==> src/rtl/core/rsabc_pkg.sv <==
`timescale 1ns / 1ps
// Package for the byte-stream RSA cipher: defaults, register indexes, payload structs
// and the sequencer state type. Depends on nothing else.
package rsabc_pkg;

    localparam int MOD_WIDTH_DEF    = 16;
    localparam int CIPHER_BYTES_DEF = 4;
    localparam int CFG_WIDTH        = 16;
    localparam int CFG_IDX_WIDTH    = 2;

    localparam logic [CFG_IDX_WIDTH-1:0] CFG_MODULUS     = 2'd0;
    localparam logic [CFG_IDX_WIDTH-1:0] CFG_PUBLIC_EXP  = 2'd1;
    localparam logic [CFG_IDX_WIDTH-1:0] CFG_PRIVATE_EXP = 2'd2;

    localparam logic FUNC_ENCRYPT = 1'b0;
    localparam logic FUNC_DECRYPT = 1'b1;

    typedef struct packed {
        logic       func;
        logic [7:0] data_byte;
    } in_item_t;

    typedef struct packed {
        logic [7:0] out_byte;
        logic       last;
    } out_item_t;

    typedef enum logic [2:0] {
        ST_IDLE,
        ST_REDUCE,
        ST_NEXT,
        ST_MUL_ACC,
        ST_MUL_SQ,
        ST_EMIT
    } seq_state_t;

endpackage

==> src/rtl/core/rsa_byte_cipher_modexp_top.sv <==
`timescale 1ns / 1ps
// Top level of the byte-stream RSA cipher: request channels, key registers and sequencer.
// Depends on rsabc_pkg and rsabc_modmul.

// Each request is handled alone; item_stall stays high until every result byte of it has
// been taken. Encryption raises the plaintext byte to e mod n and sends the value as
// CIPHER_BYTES bytes, most significant first; decryption gathers CIPHER_BYTES bytes and on
// the last one sends the low byte of C^d mod n. All arithmetic runs through one bit-serial
// modular multiplier that handles one operand bit per cycle: the operand is first reduced
// mod n in ST_REDUCE, and each exponent bit up to the highest set one passes through a
// decision in ST_NEXT, a square in ST_MUL_SQ and, when the bit is set, a multiply into the
// accumulator in ST_MUL_ACC before it, the square after the highest set bit being skipped;
// one further decision in ST_NEXT ends the exponent. Result bytes then leave one per cycle
// while result_stall is low. A decrypt byte that does not close a group is absorbed while
// the block stays idle. Key registers may be written only while no request is in progress;
// cfg_ready is always high.
module rsa_byte_cipher_modexp_top #(
    parameter int MOD_WIDTH    = rsabc_pkg::MOD_WIDTH_DEF,
    parameter int CIPHER_BYTES = rsabc_pkg::CIPHER_BYTES_DEF
) (
    input  logic                                 clk,
    input  logic                                 rst_n,
    input  logic                                 item_valid,
    output logic                                 item_stall,
    input  rsabc_pkg::in_item_t                  item,
    output logic                                 result_valid,
    input  logic                                 result_stall,
    output rsabc_pkg::out_item_t                 result,
    input  logic                                 cfg_valid,
    output logic                                 cfg_ready,
    input  logic [rsabc_pkg::CFG_IDX_WIDTH-1:0]  cfg_index,
    input  logic [rsabc_pkg::CFG_WIDTH-1:0]      cfg_data
);
    import rsabc_pkg::*;

    localparam int XW  = 8 * CIPHER_BYTES;
    localparam int PW  = XW - 8;
    localparam int AW  = (XW > MOD_WIDTH) ? XW : MOD_WIDTH;
    localparam int LW  = $clog2(AW + 1);
    localparam int BCW = $clog2(CIPHER_BYTES);
    localparam int OCW = $clog2(CIPHER_BYTES + 1);

    // Key registers
    logic [MOD_WIDTH-1:0] modulus_reg;
    logic [MOD_WIDTH-1:0] pub_exp_reg;
    logic [MOD_WIDTH-1:0] priv_exp_reg;

    // Sequencer and datapath registers
    seq_state_t           state_reg, state_next;
    logic [PW-1:0]        partial_reg, partial_next;
    logic [BCW-1:0]       byte_count_reg, byte_count_next;
    logic                 func_reg, func_next;
    logic [MOD_WIDTH-1:0] acc_reg, acc_next;
    logic [MOD_WIDTH-1:0] sq_reg, sq_next;
    logic [MOD_WIDTH-1:0] k_reg, k_next;
    logic [XW-1:0]        shift_reg, shift_next;
    logic [OCW-1:0]       out_cnt_reg, out_cnt_next;

    // Multiplier interface
    logic                 mm_start;
    logic [AW-1:0]        mm_a;
    logic [MOD_WIDTH-1:0] mm_b;
    logic [LW-1:0]        mm_len;
    logic                 mm_busy;
    logic                 mm_done;
    logic [MOD_WIDTH-1:0] mm_result;

    logic                 item_accept;
    logic [XW-1:0]        operand;
    logic                 group_done;

    assign cfg_ready   = 1'b1;
    assign item_stall  = (state_reg != ST_IDLE);
    assign item_accept = item_valid && !item_stall;

    assign result_valid    = (state_reg == ST_EMIT);
    assign result.out_byte = shift_reg[XW-1:XW-8];
    assign result.last     = (out_cnt_reg == OCW'(1));

    assign group_done = (byte_count_reg == BCW'(CIPHER_BYTES - 1));
    assign operand    = (item.func == FUNC_ENCRYPT) ? XW'(item.data_byte)
                                                    : {partial_reg, item.data_byte};

    always_ff @(posedge clk or negedge rst_n)
    begin
        if (!rst_n)
        begin
            modulus_reg  <= MOD_WIDTH'(2);
            pub_exp_reg  <= MOD_WIDTH'(1);
            priv_exp_reg <= MOD_WIDTH'(1);
        end
        else if (cfg_valid && cfg_ready)
        begin
            case (cfg_index)
                CFG_MODULUS:     modulus_reg  <= MOD_WIDTH'(cfg_data);
                CFG_PUBLIC_EXP:  pub_exp_reg  <= MOD_WIDTH'(cfg_data);
                CFG_PRIVATE_EXP: priv_exp_reg <= MOD_WIDTH'(cfg_data);
                default:         ;
            endcase
        end
    end

    always_comb
    begin
        state_next      = state_reg;
        partial_next    = partial_reg;
        byte_count_next = byte_count_reg;
        func_next       = func_reg;
        acc_next        = acc_reg;
        sq_next         = sq_reg;
        k_next          = k_reg;
        shift_next      = shift_reg;
        out_cnt_next    = out_cnt_reg;
        mm_start        = 1'b0;
        mm_a            = AW'(operand) << (AW - XW);
        mm_b            = MOD_WIDTH'(1);
        mm_len          = LW'(XW);

        case (state_reg)
            ST_IDLE:
            begin
                if (item_accept)
                begin
                    func_next = item.func;
                    if (item.func == FUNC_DECRYPT && !group_done)
                    begin
                        partial_next    = PW'({partial_reg, item.data_byte});
                        byte_count_next = byte_count_reg + BCW'(1);
                    end
                    else
                    begin
                        partial_next    = '0;
                        byte_count_next = '0;
                        if (modulus_reg == '0)
                        begin
                            // A zero modulus gives zero for every exponentiation.
                            acc_next   = '0;
                            k_next     = '0;
                            state_next = ST_NEXT;
                        end
                        else
                        begin
                            mm_start   = 1'b1;
                            state_next = ST_REDUCE;
                        end
                    end
                end
            end

            ST_REDUCE:
            begin
                if (mm_done)
                begin
                    sq_next    = mm_result;
                    // With a modulus of one the empty product is already zero.
                    acc_next   = (modulus_reg == MOD_WIDTH'(1)) ? '0 : MOD_WIDTH'(1);
                    k_next     = (func_reg == FUNC_DECRYPT) ? priv_exp_reg : pub_exp_reg;
                    state_next = ST_NEXT;
                end
            end

            ST_NEXT:
            begin
                mm_len = LW'(MOD_WIDTH);
                if (k_reg == '0)
                begin
                    if (func_reg == FUNC_DECRYPT)
                    begin
                        shift_next   = XW'(acc_reg[7:0]) << (XW - 8);
                        out_cnt_next = OCW'(1);
                    end
                    else
                    begin
                        shift_next   = XW'(acc_reg);
                        out_cnt_next = OCW'(CIPHER_BYTES);
                    end
                    state_next = ST_EMIT;
                end
                else if (k_reg[0])
                begin
                    mm_start   = 1'b1;
                    mm_a       = AW'(acc_reg) << (AW - MOD_WIDTH);
                    mm_b       = sq_reg;
                    state_next = ST_MUL_ACC;
                end
                else
                begin
                    mm_start   = 1'b1;
                    mm_a       = AW'(sq_reg) << (AW - MOD_WIDTH);
                    mm_b       = sq_reg;
                    state_next = ST_MUL_SQ;
                end
            end

            ST_MUL_ACC:
            begin
                mm_len = LW'(MOD_WIDTH);
                mm_a   = AW'(sq_reg) << (AW - MOD_WIDTH);
                mm_b   = sq_reg;
                if (mm_done)
                begin
                    acc_next = mm_result;
                    if ((k_reg >> 1) == '0)
                    begin
                        // Highest exponent bit done: the last square is not needed.
                        k_next     = '0;
                        state_next = ST_NEXT;
                    end
                    else
                    begin
                        mm_start   = 1'b1;
                        state_next = ST_MUL_SQ;
                    end
                end
            end

            ST_MUL_SQ:
            begin
                if (mm_done)
                begin
                    sq_next    = mm_result;
                    k_next     = k_reg >> 1;
                    state_next = ST_NEXT;
                end
            end

            ST_EMIT:
            begin
                if (!result_stall)
                begin
                    shift_next   = shift_reg << 8;
                    out_cnt_next = out_cnt_reg - OCW'(1);
                    if (out_cnt_reg == OCW'(1))
                    begin
                        state_next = ST_IDLE;
                    end
                end
            end

            default:
            begin
                state_next = ST_IDLE;
            end
        endcase
    end

    always_ff @(posedge clk or negedge rst_n)
    begin
        if (!rst_n)
        begin
            state_reg      <= ST_IDLE;
            partial_reg    <= '0;
            byte_count_reg <= '0;
            out_cnt_reg    <= '0;
        end
        else
        begin
            state_reg      <= state_next;
            partial_reg    <= partial_next;
            byte_count_reg <= byte_count_next;
            out_cnt_reg    <= out_cnt_next;
        end
    end

    always_ff @(posedge clk)
    begin
        func_reg  <= func_next;
        acc_reg   <= acc_next;
        sq_reg    <= sq_next;
        k_reg     <= k_next;
        shift_reg <= shift_next;
    end

    rsabc_modmul #(
        .MOD_WIDTH (MOD_WIDTH),
        .OPA_WIDTH (AW),
        .LEN_WIDTH (LW)
    ) u_modmul (
        .clk     (clk),
        .rst_n   (rst_n),
        .start   (mm_start),
        .op_a    (mm_a),
        .op_b    (mm_b),
        .op_len  (mm_len),
        .modulus (modulus_reg),
        .busy    (mm_busy),
        .done    (mm_done),
        .result  (mm_result)
    );

    // The multiplier only runs while the sequencer waits on it.
    assert property (@(posedge clk) disable iff (!rst_n)
        mm_busy |-> (state_reg == ST_REDUCE || state_reg == ST_MUL_ACC ||
                     state_reg == ST_MUL_SQ))
        else $error("multiplier busy outside a compute state");

    // Handing over the final byte of a request returns the block to idle.
    assert property (@(posedge clk) disable iff (!rst_n)
        (result_valid && !result_stall && result.last) |=> (!result_valid && !item_stall))
        else $error("block not idle after last result byte");

    // A decrypt result is always a single byte.
    assert property (@(posedge clk) disable iff (!rst_n)
        $rose(result_valid) && func_reg == FUNC_DECRYPT |-> result.last)
        else $error("decrypt request produced more than one byte");

    // A start always leaves the multiplier busy on the following cycle.
    assert property (@(posedge clk) disable iff (!rst_n)
        mm_start |=> mm_busy)
        else $error("multiplier did not start");

endmodule

==> src/rtl/core/rsabc_modmul.sv <==
`timescale 1ns / 1ps
// Bit-serial modular multiplier: r = (a * b) mod n, one bit of a per cycle, MSB first.
// Depends on rsabc_pkg for the default modulus width.
module rsabc_modmul #(
    parameter int MOD_WIDTH = rsabc_pkg::MOD_WIDTH_DEF,
    parameter int OPA_WIDTH = 32,
    parameter int LEN_WIDTH = $clog2(OPA_WIDTH + 1)
) (
    input  logic                 clk,
    input  logic                 rst_n,
    input  logic                 start,
    input  logic [OPA_WIDTH-1:0] op_a,
    input  logic [MOD_WIDTH-1:0] op_b,
    input  logic [LEN_WIDTH-1:0] op_len,
    input  logic [MOD_WIDTH-1:0] modulus,
    output logic                 busy,
    output logic                 done,
    output logic [MOD_WIDTH-1:0] result
);
    import rsabc_pkg::*;

    localparam int TW = MOD_WIDTH + 2;

    logic                 busy_reg, busy_next;
    logic                 done_reg, done_next;
    logic [LEN_WIDTH-1:0] cnt_reg, cnt_next;
    logic [OPA_WIDTH-1:0] a_reg, a_next;
    logic [MOD_WIDTH-1:0] b_reg, b_next;
    logic [MOD_WIDTH-1:0] r_reg, r_next;

    logic [TW-1:0] t;
    logic [TW-1:0] n1;
    logic [TW-1:0] n2;
    logic [TW-1:0] t_red;

    // With r and b both below n, 2r + b stays below 3n, so at most 2n comes off.
    always_comb
    begin
        n1 = TW'(modulus);
        n2 = TW'(modulus) << 1;
        t  = (TW'(r_reg) << 1) + (a_reg[OPA_WIDTH-1] ? TW'(b_reg) : TW'(0));
        if (t >= n2)
        begin
            t_red = t - n2;
        end
        else if (t >= n1)
        begin
            t_red = t - n1;
        end
        else
        begin
            t_red = t;
        end
    end

    always_comb
    begin
        busy_next = busy_reg;
        done_next = 1'b0;
        cnt_next  = cnt_reg;
        a_next    = a_reg;
        b_next    = b_reg;
        r_next    = r_reg;
        if (start)
        begin
            busy_next = 1'b1;
            cnt_next  = op_len;
            a_next    = op_a;
            b_next    = op_b;
            r_next    = '0;
        end
        else if (busy_reg)
        begin
            r_next   = t_red[MOD_WIDTH-1:0];
            a_next   = a_reg << 1;
            cnt_next = cnt_reg - LEN_WIDTH'(1);
            if (cnt_reg == LEN_WIDTH'(1))
            begin
                busy_next = 1'b0;
                done_next = 1'b1;
            end
        end
    end

    always_ff @(posedge clk or negedge rst_n)
    begin
        if (!rst_n)
        begin
            busy_reg <= 1'b0;
            done_reg <= 1'b0;
            cnt_reg  <= '0;
        end
        else
        begin
            busy_reg <= busy_next;
            done_reg <= done_next;
            cnt_reg  <= cnt_next;
        end
    end

    always_ff @(posedge clk)
    begin
        a_reg <= a_next;
        b_reg <= b_next;
        r_reg <= r_next;
    end

    assign busy   = busy_reg;
    assign done   = done_reg;
    assign result = r_reg;

endmodule

==> config.mk <==
export PLATFORM = sky130hd
export DESIGN_NAME = rsa_byte_cipher_modexp_top
export DESIGN_NICKNAME = d
export VERILOG_FILES = /design/src/rtl/core/rsabc_pkg.sv /design/src/rtl/core/rsa_byte_cipher_modexp_top.sv /design/src/rtl/core/rsabc_modmul.sv
export SDC_FILE = /design/constraint.sdc
export NUM_CORES = 1
export LEC_CHECK = 0
export ABC_AREA = 0
export BUFFER_PORTS_ARGS = -buffer_cell sky130_fd_sc_hd__buf_2
export CORE_MARGIN = 3
export CORE_UTILIZATION = 30
export DETAILED_ROUTE_END_ITERATION = 7
export GPL_ROUTABILITY_DRIVEN = 0
export PLACE_DENSITY_LB_ADDON = 0.08
export SYNTH_ARGS = -nofsm -noshare
export SYNTH_HDL_FRONTEND = slang
export SYNTH_SLANG_ARGS = --single-unit
==> constraint.sdc <==
create_clock -name clk -period 5.6 [get_ports clk]
set_clock_uncertainty 0.05 [all_clocks]
set_input_delay 0.28 -clock clk [delete_from_list [all_inputs] [get_ports clk]]
set_output_delay 0.28 -clock clk [all_outputs]
set_load 0.02 [all_outputs]
==> flow_summary.ini, run 1 <==
[worst_setup_path]
worstPathArrival_ps = 5550
slowest_stage = edfxtp_1
r2r_cells = 18
cp_top_family = compound AO/OA/AOI/OAI gates
path_buf_inv = 1
setup.worst_path.start_class = flop
crit_type = flop to flop
reg2reg_to = u_modmul.result[0]$_SDFFE_PP0P_
critPathMaxStageDelay_ps = 560
r2r_start = u_modmul.a_reg[31]$_DFFE_PP_
reg2reg_slack_ps = 470
cp.required_ps = 6020
cp_max_fo = 24
crit_chain = and2_1 -> ha_1 -> fa_1 -> a211oi_2 -> o21ai_2 -> a31o_2 -> a21oi_1 -> xnor2_1 -> ha_1 -> a21oi_2 -> o21ai_2 -> a2111oi_0 -> o211ai_1 -> a22oi_2 -> buf_4 -> nor3_1 -> mux2_1 -> a211oi_2
end_kind = flop

[routing]
wl_mm = 34.1
first_iter_violations = 502
via_per_inst = 5.06
via_count = 8985
ant_nets = 0
dr.pass1.iters = 5
drc = 0
wl_per_cell_um = 19.2

[timing]
finalCritPeriodShare = 0.915
clock.fmax_mhz = 195
finalSetupViolCount = 0
slew_headroom = 0.261
drv_slew = 0
rsz0062_at_grt = false
worst_slew_pin_slew_ps = 1110
setup_tns_ps = 0
min_period_ps = 5130
hold_viol_final = 0

[floorplanning]
die_w_um = 209
die_h_um = 209
num_rows = 73
die_area_mm2 = 0.0438
initial_utilization = 0.308
pin_count = 44
core_mm2 = 0.0403

[clock_tree]
insertion_delay_ps = 560
clock_sinks = 233
postCtsHoldBufs = 27
cts_resized = 0
clk_path_buf_depth = 3
numCtsBuffers = 28
root_buffer = clkbuf_16
cts_tree = yes
postCtsSetupRepairBufs = 0
htreeDepth = 1
path_clk_slew_ps = 60

[hold_path]
hold_class = input pin to async pin

[yosys]
synth_fp_nets = 1263
yosysWarningCount = 0
netlist_instances = 1176
synth_seq_cells = 233
netlist_area_mm2 = 0.0124
ys_seq_area_frac = 0.516
async_flop_share = 0.378
ys.flop_type = edfxtp_1
ys_types = 77
synth-edff-count = 129
syn_area_per_cell_um2 = 10.5

[finish]
drive_above_1_share = 0.132
antenna_cells = 0
final_cell_mix = nand2_1 (159), edfxtp_1 (129), dfrtp_1 (85), o21ai_0 (68), nor2_1 (56)
final_common_cell = nand2_1
area_delta_synth_final_pct = 14.9
num-nets-final = 1314
nFillCells = 4061

[global_routing]
antenna_found_initial = 0
grt_max_degree = 76
grt-ovfl-total = 0
track_usage = 0.155
grt_pass1_wl_mm = 54.1
grt_pass1_vias = 9087

[place]
port_buffers = 42
dp_hpwl_mm = 24.3

[flow_run]
cap_violations = 0

[outcome]
status = finished, final reports clean
==> through the flow <==
stage / util / hold WS (ps) / cell area [um2] / setup WS [ps] / instances
3_3_place_gp: 0.325 / 256 / 13100 / 578 / 1695
3_5_place_dp: 0.325 / 252 / 13100 / 443 / 1695
5_1_grt: 0.354 / 239 / 14200 / 89.8 / 1774
6_report: 0.354 / 207 / 14200 / 475 / 1774
2_1_floorplan: - / -65.6 / 12400 / 1290 / 1176
4_1_cts: 0.354 / 181 / 14200 / 456 / 1774
==> layer usage <==
metal,vias up,GRT usage,part of all wire
met5,-,0,0
met4,0,0.0409,0.023
met3,46,0.0176,0.027
met2,112,0.238,0.44
met1,4434,0.232,0.51
li1,4393,-,-
==> final cells by class <==
type / instances / area (um2) / area share
inverters: 39 / 146 / 0.0103
well taps: 525 / 657 / 0.0461
repair buffers: 84 / 596 / 0.0418
clock buffers: 38 / 758 / 0.0532
clock inverters: 14 / 131 / 0.00922
flip-flops and latches: 233 / 6400 / 0.449
multi-input cells: 841 / 5560 / 0.390
==> how the worst max path moves through the flow <==
stage | endpoint | cells after the start | slack (ps) | start
floorplan | u_modmul.result[4]$_SDFFE_PP0P_ | 18 | 1290 | u_modmul.a_reg[31]$_DFFE_PP_
global placement | u_modmul.result[0]$_SDFFE_PP0P_ | 18 | 580 | u_modmul.a_reg[31]$_DFFE_PP_
detailed placement | u_modmul.result[0]$_SDFFE_PP0P_ | 18 | 440 | u_modmul.a_reg[31]$_DFFE_PP_
CTS | u_modmul.result[0]$_SDFFE_PP0P_ | 18 | 460 | u_modmul.a_reg[31]$_DFFE_PP_
global route | u_modmul.result[0]$_SDFFE_PP0P_ | 18 | 90 | u_modmul.a_reg[31]$_DFFE_PP_
finish | u_modmul.result[0]$_SDFFE_PP0P_ | 18 | 470 | u_modmul.a_reg[31]$_DFFE_PP_
==> synth_stat cells, drive strengths merged, types with 4 or more instances <==
library cell	instances	area [um2]
nand3	35	180
and2	54	338
a2111oi	5	43.8
dfrtp	85	2130
nand3b	11	82.6
a22o	26	228
and4	5	43.8
nand2	159	597
or3	4	25.0
ha	52	651
o21a	4	30.0
edfxtp	129	3870
a21o	12	90.1
nor3	20	100
mux2	39	439
nand4	5	31.3
nand2b	15	93.8
inv	38	143
o21bai	5	37.5
xor2	12	105
buf	20	149
nor2	59	224
o21ai	75	387
a31oi	28	175
a211oi	13	118
a22oi	18	140
o31ai	4	30.0
mux2i	21	210
or2	6	37.5
o211ai	7	52.6
nor4	13	93.8
dfxtp	16	320
xnor2	25	219
nor2b	9	56.3
and3	19	119
a21oi	48	248
clkbuf	43	161
==> cells by family (layout without fill, tap and decap cells) <==
kind of cell,Yosys count,after routing,synth area share
AOI/OAI and AO/OA,269,269,0.144
xor gates and xnor gates,37,37,0.0261
adders and majority gates,55,55,0.0573
buffers and inverters,102,175,0.0368
DFF,233,233,0.516
muxes,60,60,0.0524
other,1,1,0.000302
and+or+nand+nor,419,419,0.167
Power of run 1 is not shown: default switching activity piles up to over one toggle a cycle in this logic, so the estimate is an artifact.
==> inputs of run 2 (changes only) <==
--- a/config.mk
+++ b/config.mk
@@ -5,7 +5,7 @@
 export SDC_FILE = /design/constraint.sdc
 export NUM_CORES = 1
 export LEC_CHECK = 0
-export ABC_AREA = 0
+export ABC_AREA = 1
 export BUFFER_PORTS_ARGS = -buffer_cell sky130_fd_sc_hd__buf_2
 export CORE_MARGIN = 3
 export CORE_UTILIZATION = 30
==> run 2 against run 1 <==
Fmax is 16% higher. Routed wire length is 9.5% higher. Via count is 14% higher. Hold slack worse by 190 ps. Non-clock buffer count is 12 lower. Final cell count is 25% higher. Synthesized area is 5.9% higher. Flip-flop and latch count stayed put. Synthesized cell count is 33% higher. Sequential share of layout area is 2.3 points lower.
==> flow_summary.ini, run 2 <==
[yosys]
netlist_instances = 1569
yosysMostFrequentCell = nand2_1
yosys.area.top_type = edfxtp_1
ys_top_cells_by_area = edfxtp_1 (30%), dfrtp_1 (16%), nand2_1 (11%), inv_1 (6.5%), ha_1 (5.0%)
yosysWarningCount = 0
ys_types = 54
syn_area_per_cell_um2 = 8.37
synth_fp_nets = 1656
ys.flop_type = edfxtp_1
synth_seq_cells = 233
ys_seq_area_frac = 0.488
netlist_area_mm2 = 0.0131
async_flop_share = 0.378
yosysTopAreaCellShare = 0.295
yosys-top-cells-count = nand2_1 (373), inv_1 (226), nor2_1 (149)
synth-edff-count = 129

[timing]
slew_headroom = 0.179
hold_viol_final = 0
fin_ws_ps = 1190
finalCritPeriodShare = 0.787
worst_slew_pin_slew_ps = 1230
drv_slew = 0
finalSetupViolCount = 0
setup_tns_ps = 0
hold_slack_ps = 12.9
rsz0062_at_grt = false
min_period_ps = 4410
clock.fmax_mhz = 227

[floorplanning]
num_rows = 76
initial_utilization = 0.304
pin_count = 44
die_w_um = 215
die_h_um = 215
core_mm2 = 0.0432
die_area_mm2 = 0.0463

[flow_run]
cap_violations = 0

[clock_tree]
root_buffer = clkbuf_16
clock_sinks = 233
path_clk_slew_ps = 60
numCtsBuffers = 29
cts_tree = yes
insertion_delay_ps = 550
clk_path_buf_depth = 3
postCtsSetupRepairBufs = 0
htreeDepth = 1
cts_resized = 0

[worst_setup_path]
end_kind = flop
crit_path_frequent_cell = nand2_1
slowest_stage = edfxtp_1
cp_max_fo = 19
worstPathArrival_ps = 4850
cp.required_ps = 6040
setup.worst_path.start_class = flop
path_buf_inv = 3
cp_top_family = simple AND/OR/NAND/NOR gates
critPathMaxStageDelay_ps = 640
crit_type = flop to flop

[finish]
nFillCells = 4617
final_common_cell = nand2_1
antenna_cells = 0
final_core_util = 0.347
area_delta_synth_final_pct = 14.3
final_cell_mix = nand2_1 (373), inv_1 (226), nor2_1 (149), edfxtp_1 (129), o21ai_0 (123)
num-nets-final = 1700
drive_above_1_share = 0.106

[global_routing]
grt_pass1_vias = 10400
grt_max_degree = 46
grt_pass1_wl_mm = 59.8
grt-ovfl-total = 0
track_usage = 0.162
antenna_found_initial = 0

[routing]
via_count = 10200
via_per_inst = 4.60
first_iter_violations = 666
ant_nets = 0
wl_mm = 37.3
drc = 0
wl_per_cell_um = 16.8
dr.pass1.iters = 5

[outcome]
status = finished, final reports clean

[place]
port_buffers = 42
dp_hpwl_mm = 27.3
post-place-ws_ps = 1220

[hold_path]
hold_class = input pin to flop
run 2: final cells by class:
type	count	area [um2]	area share
Sequential cell	233	6400	0.427
Clock buffer	46	840	0.0560
Timing Repair Buffer	72	483	0.0322
Tap cell	585	732	0.0488
Inverter	237	891	0.0594
Multi-Input combinational cell	1040	5560	0.371
Clock inverter	8	92.6	0.00617
run 2: kinds of logic (layout without fill, tap and decap cells):
logic type | after synthesis | after routing | share of synthesized area
xor+xnor | 36 | 36 | 0.0240
simple gates | 693 | 693 | 0.231
other cells | 1 | 1 | 0.000286
buf+inv | 296 | 363 | 0.0908
fa+ha+maj | 55 | 55 | 0.0541
compound gates | 255 | 255 | 0.113
flops | 233 | 233 | 0.488
run 2: per-stage QoR:
step / instance area (um2) / cells
floorplan: 13100 / 1569
global placement: 13900 / 2149
detailed placement: 13900 / 2149
CTS: 15000 / 2221
global route: 15000 / 2221
finish: 15000 / 2221
run 2: final timing paths:
check	start	depth (start not counted)	end	slack, ps
worst max-delay path	u_modmul.a_reg[31]$_DFFE_PP_	25	u_modmul.result[3]$_SDFFE_PP0P_	1190
worst min-delay path	cfg_data[4]	3	pub_exp_reg[4]$_DFFE_PN0P_	10
worst max register to register	u_modmul.a_reg[31]$_DFFE_PP_	25	u_modmul.result[3]$_SDFFE_PP0P_	1190
worst min register to register	modulus_reg[12]$_DFFE_PN0P_	2	modulus_reg[12]$_DFFE_PN0P_	430
max in group asynchronous	rst_n	3	partial_reg[1]$_DFFE_PN0P_	4180
min in group asynchronous	rst_n	2	priv_exp_reg[10]$_DFFE_PN0P_	250
run 2: tightest hold or removal path, stage by stage:
cell,delay [ps]
buf_2,70
inv_1,70
o21ai_0,150
run 2: layer usage:
layer,vias up,GRT usage,routed length (um)
met3,48,0.0182,954
li1,5212,-,-
met4,0,0.0419,967
met1,4817,0.230,18500
met2,141,0.262,16900
met5,-,0,0
run 2: what timing repair did:
item,in CTS,in global routing
endpoints found under the hold margin,74,0
setup endpoints to repair,0,0
hold buffers,18,0
Power of run 2 is left out for the same reason.
==> inputs of run 3 (changes only) <==
==> constraint.sdc (replaced) <==
create_clock -name clk -period 4.5 [get_ports clk]
set_clock_uncertainty 0.05 [all_clocks]
set_input_delay 0.225 -clock clk [delete_from_list [all_inputs] [get_ports clk]]
set_output_delay 0.225 -clock clk [all_outputs]
set_load 0.02 [all_outputs]
==> run 3 against run 2 <==
Non-clock buffer count rose by 25. Clock-buffer cell count fell by 2. Critical endpoint unchanged. Sequential share of layout area fell by 0.58 points. Via count rose by 0.92%. First-iteration DRC count fell by 3.5%. Final cell count rose by 1.0%. Largest cell class unchanged.
==> flow_summary.ini, run 3 (synthesized netlist as in run 2, its figures left out) <==
[flow_run]
cap_violations = 0

[floorplanning]
num_rows = 76
initial_utilization = 0.304
core_mm2 = 0.0432
die_w_um = 215
die_area_mm2 = 0.0463
die_h_um = 215
pin_count = 44

[clock_tree]
clk_path_buf_depth = 3
numCtsBuffers = 28
path_clk_slew_ps = 60
clock_sinks = 233
cts_tree = yes
root_buffer = clkbuf_16
htreeDepth = 1
insertion_delay_ps = 560

[routing]
first_iter_violations = 643
via_count = 10300
wl_per_cell_um = 16.8
ant_nets = 0
drc = 0
wl_mm = 37.7
via_per_inst = 4.60
dr.pass1.iters = 5

[finish]
final_cells = 2244
nFillCells = 4587
final_cell_mix = nand2_1 (373), inv_1 (226), nor2_1 (149), edfxtp_1 (129), o21ai_0 (123)
area_delta_synth_final_pct = 15.8
antenna_cells = 0
final_common_cell = nand2_1
num-nets-final = 1724
drive_above_1_share = 0.114

[place]
port_buffers = 42
post-place-ws_ps = 203
dp_cells = 2160
dp_hpwl_mm = 27.8

[timing]
finalCritPeriodShare = 0.911
worst_slew_pin_slew_ps = 1200
hold_viol_final = 0
min_period_ps = 4100
slew_headroom = 0.196
setup_tns_ps = 0
drv_slew = 0
fin_ws_ps = 400
hold_slack_ps = 179
rsz0062_at_grt = false
clock.fmax_mhz = 244
finalSetupViolCount = 0

[outcome]
status = finished, final reports clean

[worst_setup_path]
crit_type = flop to flop
setup.worst_path.start_class = flop
cp.required_ps = 4880
crit_path_frequent_cell = nand2_1
cp_max_fo = 16
critPathMaxStageDelay_ps = 400
slowest_stage = fa_1
worstPathArrival_ps = 4490
end_kind = flop

[global_routing]
grt-ovfl-total = 0
grt_pass1_vias = 10600
antenna_found_initial = 0
grt_max_degree = 59
track_usage = 0.162
grt_pass1_wl_mm = 60.1

[hold_path]
hold_class = input pin to flop
[run 3: per-stage QoR]
step / util / cell area (um2)
2_1_floorplan: - / 13100
3_3_place_gp: 0.324 / 14000
3_5_place_dp: 0.324 / 14000
4_1_cts: 0.351 / 15200
5_1_grt: 0.352 / 15200
6_report: 0.352 / 15200
[run 3: layout make-up]
class	count	area, um2	area share
well taps	585	732	0.0481
multi-input cells	1040	5560	0.366
flip-flops and latches	233	6400	0.421
repair buffers	97	731	0.0481
clock inverters	8	81.3	0.00535
clock buffers	44	811	0.0533
inverters	237	891	0.0586
[run 3: worst paths after layout]
kind | start | end | slack [ps] | cells past startpoint
worst min register to register | modulus_reg[15]$_DFFE_PN0P_ | modulus_reg[15]$_DFFE_PN0P_ | 430 | 2
worst max-delay path | u_modmul.a_reg[31]$_DFFE_PP_ | u_modmul.result[3]$_SDFFE_PP0P_ | 400 | 30
max in group asynchronous | rst_n | partial_reg[2]$_DFFE_PN0P_ | 3180 | 3
min in group asynchronous | rst_n | pub_exp_reg[7]$_DFFE_PN0P_ | 240 | 2
worst min-delay path | item_valid | byte_count_reg[1]$_DFFE_PN0P_ | 180 | 4
worst max register to register | u_modmul.a_reg[31]$_DFFE_PP_ | u_modmul.result[3]$_SDFFE_PP0P_ | 400 | 30
[run 3: per-layer routing]
metal | vias up | track usage | wire [um]
met4 | 0 | 0.0485 | 1160
met1 | 4825 | 0.229 | 18500
met5 | - | 0 | 0
li1 | 5271 | - | -
met2 | 160 | 0.262 | 17100
met3 | 56 | 0.0198 | 951
[run 3: repair_timing]
action / 4_1_cts / 5_1_grt
buffers inserted: 0 / 5
hold buffers: 27 / 0
resized for setup: 0 / 0
setup endpoints to repair: 0 / 16
endpoints found under the hold margin: 120 / 0
[run 3: worst max-delay path: cells and delay by family, from the launching register on]
kind            cells  cell delay (ps)
compound gates      2              320
fa+ha+maj           3              980
simple gates       21             1940
buf+inv             4              330
flops               1              360
Power of run 3 is left out for the same reason.
